### config.mk
export PLATFORM = sky130hd
export DESIGN_NAME = dfam_ctrl
export DESIGN_NICKNAME = d
export VERILOG_FILES = /design/src/rtl/dfam_pkg.sv /design/src/rtl/dfam_ctrl.sv
export SDC_FILE = /design/constraint.sdc
export NUM_CORES = 1
export LEC_CHECK = 0
export BUFFER_PORTS_ARGS = -buffer_cell sky130_fd_sc_hd__buf_4
export CORE_AREA = 2 2 39 41
export DETAILED_ROUTE_END_ITERATION = 16
export DIE_AREA = 0 0 41 43
export GPL_ROUTABILITY_DRIVEN = 0
export HOLD_SLACK_MARGIN = 0.15
export PLACE_DENSITY = 0.61
export SKIP_LAST_GASP = 1
export SYNTH_ARGS = -nofsm -noshare
export SYNTH_HDL_FRONTEND = slang
export SYNTH_SLANG_ARGS = --single-unit
### constraint.sdc
create_clock -name clk_i -period 1.9 [get_ports clk_i]
set_input_delay 0.19 -clock clk_i [delete_from_list [all_inputs] [get_ports clk_i]]
set_output_delay 0.19 -clock clk_i [all_outputs]
set_load 0.02 [all_outputs]
### src/rtl/dfam_pkg.sv
// dfam_pkg: shared types and codes of the table-driven dfa matcher
// no dependencies; used by every module of the block
package dfam_pkg;

  localparam int unsigned StateW  = 6;
  localparam int unsigned SymbolW = 8;
  localparam int unsigned EntryW  = 7;
  localparam int unsigned WordW   = 64;

  // transition entry: live bit above the 6-bit target
  localparam int unsigned EntryLiveBit = 6;
  localparam logic [EntryW-1:0] EntryDead = 7'b000_0000;

  // the one command code with no operation behind it
  localparam logic [2:0] CmdUnknown = 3'd7;

  typedef enum logic [2:0] {
    CMD_STEP        = 3'd0,
    CMD_RESTART     = 3'd1,
    CMD_ADD_STATE   = 3'd2,
    CMD_ADD_TRANS   = 3'd3,
    CMD_SET_ACCEPT  = 3'd4,
    CMD_QUERY_CUR   = 3'd5,
    CMD_QUERY_NAMED = 3'd6
  } dfam_cmd_e;

  typedef enum logic [1:0] {
    STATUS_DONE    = 2'd0,
    STATUS_BAD     = 2'd1,
    STATUS_FULL    = 2'd2
  } dfam_status_e;

  typedef enum logic [2:0] {
    ST_CLEAR,
    ST_IDLE,
    ST_EXEC,
    ST_STEP_WAIT,
    ST_TR_WAIT,
    ST_ACC_RD,
    ST_EMIT
  } dfam_state_e;

  typedef struct packed {
    logic [2:0]         command;
    logic [SymbolW-1:0] symbol;
    logic [StateW-1:0]  from_state;
    logic [StateW-1:0]  to_state;
    logic               to_dead;
  } dfam_in_t;

  typedef struct packed {
    logic [StateW-1:0] current_state;
    logic              is_dead;
    logic              accepting;
    logic [WordW-1:0]  mask_word;
    logic [1:0]        word_index;
    logic              last;
    logic [1:0]        status;
  } dfam_out_t;

  // controller to datapath
  typedef struct packed {
    logic capture;
    logic clear;
    logic exec;
    logic step_rd;
    logic step_upd;
    logic tr_write;
    logic tr_update;
    logic acc_rd;
    logic q_rd;
    logic q_first;
  } dfam_ctl_t;

  // datapath to controller
  typedef struct packed {
    dfam_cmd_e command;
    logic      cmd_known;
    logic      dead;
    logic      tr_ok;
    logic      is_query;
    logic      last;
    logic      sweep_done;
  } dfam_sts_t;

endpackage

### src/rtl/dfam_ctrl.sv
// dfam_ctrl: sequencing state machine of the dfa matcher
// depends on dfam_pkg (state enum, command and status structs)
module dfam_ctrl (
  input  logic                clk_i,
  input  logic                rst_ni,
  input  logic                start_i,
  input  dfam_pkg::dfam_sts_t sts_i,
  output dfam_pkg::dfam_ctl_t ctl_o,
  output logic                busy_o,
  output logic                strobe_o
);

  dfam_pkg::dfam_state_e state_d, state_q;
  logic is_step, is_trans;

  assign is_step  = sts_i.cmd_known && (sts_i.command == dfam_pkg::CMD_STEP);
  assign is_trans = sts_i.cmd_known && (sts_i.command == dfam_pkg::CMD_ADD_TRANS);

  always_ff @(posedge clk_i or negedge rst_ni) begin
    if (!rst_ni) begin
      state_q <= dfam_pkg::ST_CLEAR;
    end else begin
      state_q <= state_d;
    end
  end

  // next state
  always_comb begin
    state_d = state_q;
    unique case (state_q)
      dfam_pkg::ST_CLEAR: begin
        if (sts_i.sweep_done) state_d = dfam_pkg::ST_IDLE;
      end
      dfam_pkg::ST_IDLE: begin
        if (start_i) state_d = dfam_pkg::ST_EXEC;
      end
      dfam_pkg::ST_EXEC: begin
        if (is_step && !sts_i.dead) begin
          state_d = dfam_pkg::ST_STEP_WAIT;
        end else if (is_trans && sts_i.tr_ok) begin
          state_d = dfam_pkg::ST_TR_WAIT;
        end else begin
          state_d = dfam_pkg::ST_ACC_RD;
        end
      end
      dfam_pkg::ST_STEP_WAIT: state_d = dfam_pkg::ST_ACC_RD;
      dfam_pkg::ST_TR_WAIT:   state_d = dfam_pkg::ST_ACC_RD;
      dfam_pkg::ST_ACC_RD:    state_d = dfam_pkg::ST_EMIT;
      dfam_pkg::ST_EMIT: begin
        if (sts_i.last) state_d = dfam_pkg::ST_IDLE;
      end
      default: state_d = dfam_pkg::ST_IDLE;
    endcase
  end

  // outputs
  always_comb begin
    ctl_o    = '0;
    busy_o   = 1'b1;
    strobe_o = 1'b0;
    unique case (state_q)
      dfam_pkg::ST_CLEAR: ctl_o.clear = 1'b1;
      dfam_pkg::ST_IDLE: begin
        busy_o        = 1'b0;
        ctl_o.capture = start_i;
      end
      dfam_pkg::ST_EXEC: begin
        ctl_o.exec     = 1'b1;
        ctl_o.step_rd  = is_step && !sts_i.dead;
        ctl_o.tr_write = is_trans && sts_i.tr_ok;
      end
      dfam_pkg::ST_STEP_WAIT: ctl_o.step_upd = 1'b1;
      dfam_pkg::ST_TR_WAIT:   ctl_o.tr_update = 1'b1;
      dfam_pkg::ST_ACC_RD: begin
        ctl_o.acc_rd  = 1'b1;
        ctl_o.q_rd    = sts_i.is_query;
        ctl_o.q_first = 1'b1;
      end
      dfam_pkg::ST_EMIT: begin
        strobe_o   = 1'b1;
        ctl_o.q_rd = sts_i.is_query && !sts_i.last;
      end
      default: busy_o = 1'b1;
    endcase
  end

  a_accept_exec: assert property (@(posedge clk_i) disable iff (!rst_ni)
    (state_q == dfam_pkg::ST_IDLE && start_i) |=> state_q == dfam_pkg::ST_EXEC)
    else $error("accepted transfer did not enter exec");

  a_query_burst: assert property (@(posedge clk_i) disable iff (!rst_ni)
    (strobe_o && !sts_i.last) |=> strobe_o)
    else $error("query result burst broken before last word");

  a_clear_once: assert property (@(posedge clk_i) disable iff (!rst_ni)
    (state_q != dfam_pkg::ST_CLEAR) |=> state_q != dfam_pkg::ST_CLEAR)
    else $error("clearing pass re-entered outside reset");

endmodule

==> flow_metrics.tcl <==
set metrics [dict create \
    status "finished, final reports clean" \
    relSlewSlack_pct 74.6 \
    slew_violations 0 \
    area_delta_synth_final_pct 89.0 \
    synth_edf_count 0 \
    initial_core_util_pct 19.7 \
    hold_viol 0 \
    largest_reg_flops 3 \
    clk_pin_slew_ns 0.04 \
    rsz0062_at_grt "no" \
    fin_crit_ns 1.83 \
    cp.arrival_ns 1.64 \
    antenna_found_initial 0 \
    p_per_area_nw_per_um2 1480 \
    grt_pass1_wl_mm 1.24 \
    first_pass_iters 1 \
    async_flop_share_pct 100 \
    grt_max_degree 11 \
    vias_per_cell 4.46 \
    synth_seq_cells 3 \
    io_pins 24 \
    min_period_over_period_pct 96.4 \
    clkSinkCount 3 \
    ant_nets 0 \
    die_h_um 43 \
    drt_wl_total_um 848 \
    core_area_um2 1380 \
    cts_buffers 3 \
    dieArea_um2 1760 \
    fin_util_pct 37.3 \
    synth_common_cells "nor2_1, nand2_1, clkbuf_1, dfrtp_1" \
    synth_ff_type "dfrtp_1" \
    synthesis.area_um2 273 \
    max_freq_ghz 0.546 \
    crit_required_ns 1.71 \
    fp.dieW_um 41 \
    yosys.area.top_type "dfrtp_1" \
    synth_fp_nets 50 \
    max-cap-violations 0 \
    num_rows 14 \
    ctsLongestPathBuffers 2 \
    tightest_slew_ns 0.378 \
    clock_latency_ns 0.24 \
    root_buffer "clkbuf_4" \
    synthCells 38 \
    ir_worst_vdd_v 0.000562 \
    synth_area_leaders "dfrtp_1, nor2_1, nand2_1" \
    finalNetCount 79 \
    largest-register "state_q" \
    grt-ovfl-total 0 \
    critPathKind "reg -> out" \
    drive_above_1_share_pct 47.0 \
    r2r_end "state_q[2]" \
    ys_warn_count 0 \
    timing.setup.tns_ns 0 \
    route.detailed.drc 0 \
    min_path_type "in -> async" \
    port_buffers 23 \
    clock_skew_ns 0.00438 \
    r2r_cells 4 \
    total_leakage_power_nw 0.259 \
    cts_tree "done" \
    startpoint_type "flip-flop" \
    vias 366 \
    grt_pass1_vias 331 \
    reg2reg_from "state_q[0]" \
    setup_viol 0 \
    diodes 0 \
    power_mw 0.763 \
    synthDistinctLibCells 21 \
    avgSynthCellArea_um2 7.18 \
    drtIter0Drc 0 \
    crit_path_max_fanout 2 \
    regToRegSetupSlack_ns 0.28 \
    track_usage_pct 10.7 \
    cts_max_level 1 \
    yosysSeqAreaShare_pct 27.5 \
    dpl.hpwl_um 639 \
    wl_per_cell_um 10.3 \
    cp-end-kind "output port" \
    num-fill-cells 156 \
    cts_resized 0 \
    synth.top_cell.area_share_pct 27.5 \
    post-synth-top-count-cell "nor2_1" \
    top_regs "state_q x3" \
]
[report_power, final]
group | internal [mW] | switching (mW) | leakage (nW)
logic | 0.238 | 0.279 | 0.208
clock network | 0.0791 | 0.0384 | 0.0150
registers | 0.0972 | 0.0317 | 0.0355
[how the worst max path moves through the flow]
stage / start / to / slack [ns] / cells past startpoint
2_1_floorplan: state_q[2] / state_q[0] / 0.07 / 4
3_3_place_gp: state_q[0] / ctl_o[6] / 0.27 / 4
3_5_place_dp: state_q[0] / ctl_o[6] / 0.25 / 4
4_1_cts: state_q[0] / ctl_o[6] / 0.06 / 4
5_1_grt: state_q[0] / ctl_o[6] / 0.02 / 4
6_report: state_q[0] / ctl_o[6] / 0.07 / 4
[layout make-up]
| cell class | instances | area (µm²) | area share, % |
|---|---|---|---|
| repair buffers | 28 | 215 | 41.7 |
| multi-input cells | 29 | 171 | 33.3 |
| inverters | 2 | 7.51 | 1.46 |
| well taps | 16 | 20.0 | 3.88 |
| flip-flops and latches | 3 | 75.1 | 14.6 |
| clock buffers | 4 | 26.3 | 5.10 |
[kinds of logic after synthesis]
kind of cell | share of synthesized area (%)
DFF | 27.5
buffers and inverters | 9.63
and+or+nand+nor | 45.9
AOI/OAI and AO/OA | 17.0
[per-layer routing]
| layer | part of all wire, % | GRT usage (%) | vias up |
|---|---|---|---|
| li1 | - | - | 188 |
| met1 | 44 | 13.6 | 157 |
| met2 | 45 | 15.3 | 19 |
| met3 | 8.8 | 0 | 2 |
| met4 | 2.5 | 10.0 | 0 |
| met5 | 0 | 0 | - |
[layout by cell type (no fill, tap or decap)]
| cell type | count |
|---|---|
| and3_1 | 2 |
| nor4_1 | 1 |
| o221ai_1 | 1 |
| nand2b_1 | 1 |
| or3_4 | 1 |
| clkbuf_4 | 3 |
| o21ba_2 | 1 |
| o21ai_0 | 1 |
| a21oi_1 | 1 |
| clkbuf_1 | 1 |
| a22o_1 | 1 |
| nor3_1 | 2 |
| nor2_1 | 6 |
| nor2b_1 | 2 |
| dfrtp_1 | 3 |
| inv_1 | 2 |
| dlygate4sd3_1 | 2 |
| nand4b_1 | 1 |
| and2_1 | 2 |
| nand2_1 | 4 |
| or4_1 | 1 |
| buf_4 | 26 |
| o32ai_1 | 1 |
[timing repair]
action | CTS | global route
hold buffers | 2 | 0
hold endpoints to repair | 4 | 0
buffers inserted | 1 | 0
endpoints found under the setup margin | 1 | 0
[through the flow]
| stage | instance area, µm² | setup WS (ns) | hold slack, ns | instances |
|---|---|---|---|---|
| global placement | 462 | 0.271 | -0.0182 | 75 |
| global route | 515 | 0.0188 | 0.281 | 82 |
| finish | 515 | 0.0684 | 0.275 | 82 |
| detailed placement | 462 | 0.249 | -0.0185 | 75 |
| floorplan | 273 | 0.0702 | -0.106 | 38 |
| CTS | 515 | 0.0601 | 0.280 | 82 |
[worst max-delay path: stages, from the launching register on]
cell     delay [ns]
dfrtp_1        0.36
or4_1          0.39
or3_4          0.40
nor2_1         0.11
buf_4          0.14
No activity file was read; power rests on OpenSTA's default activity.
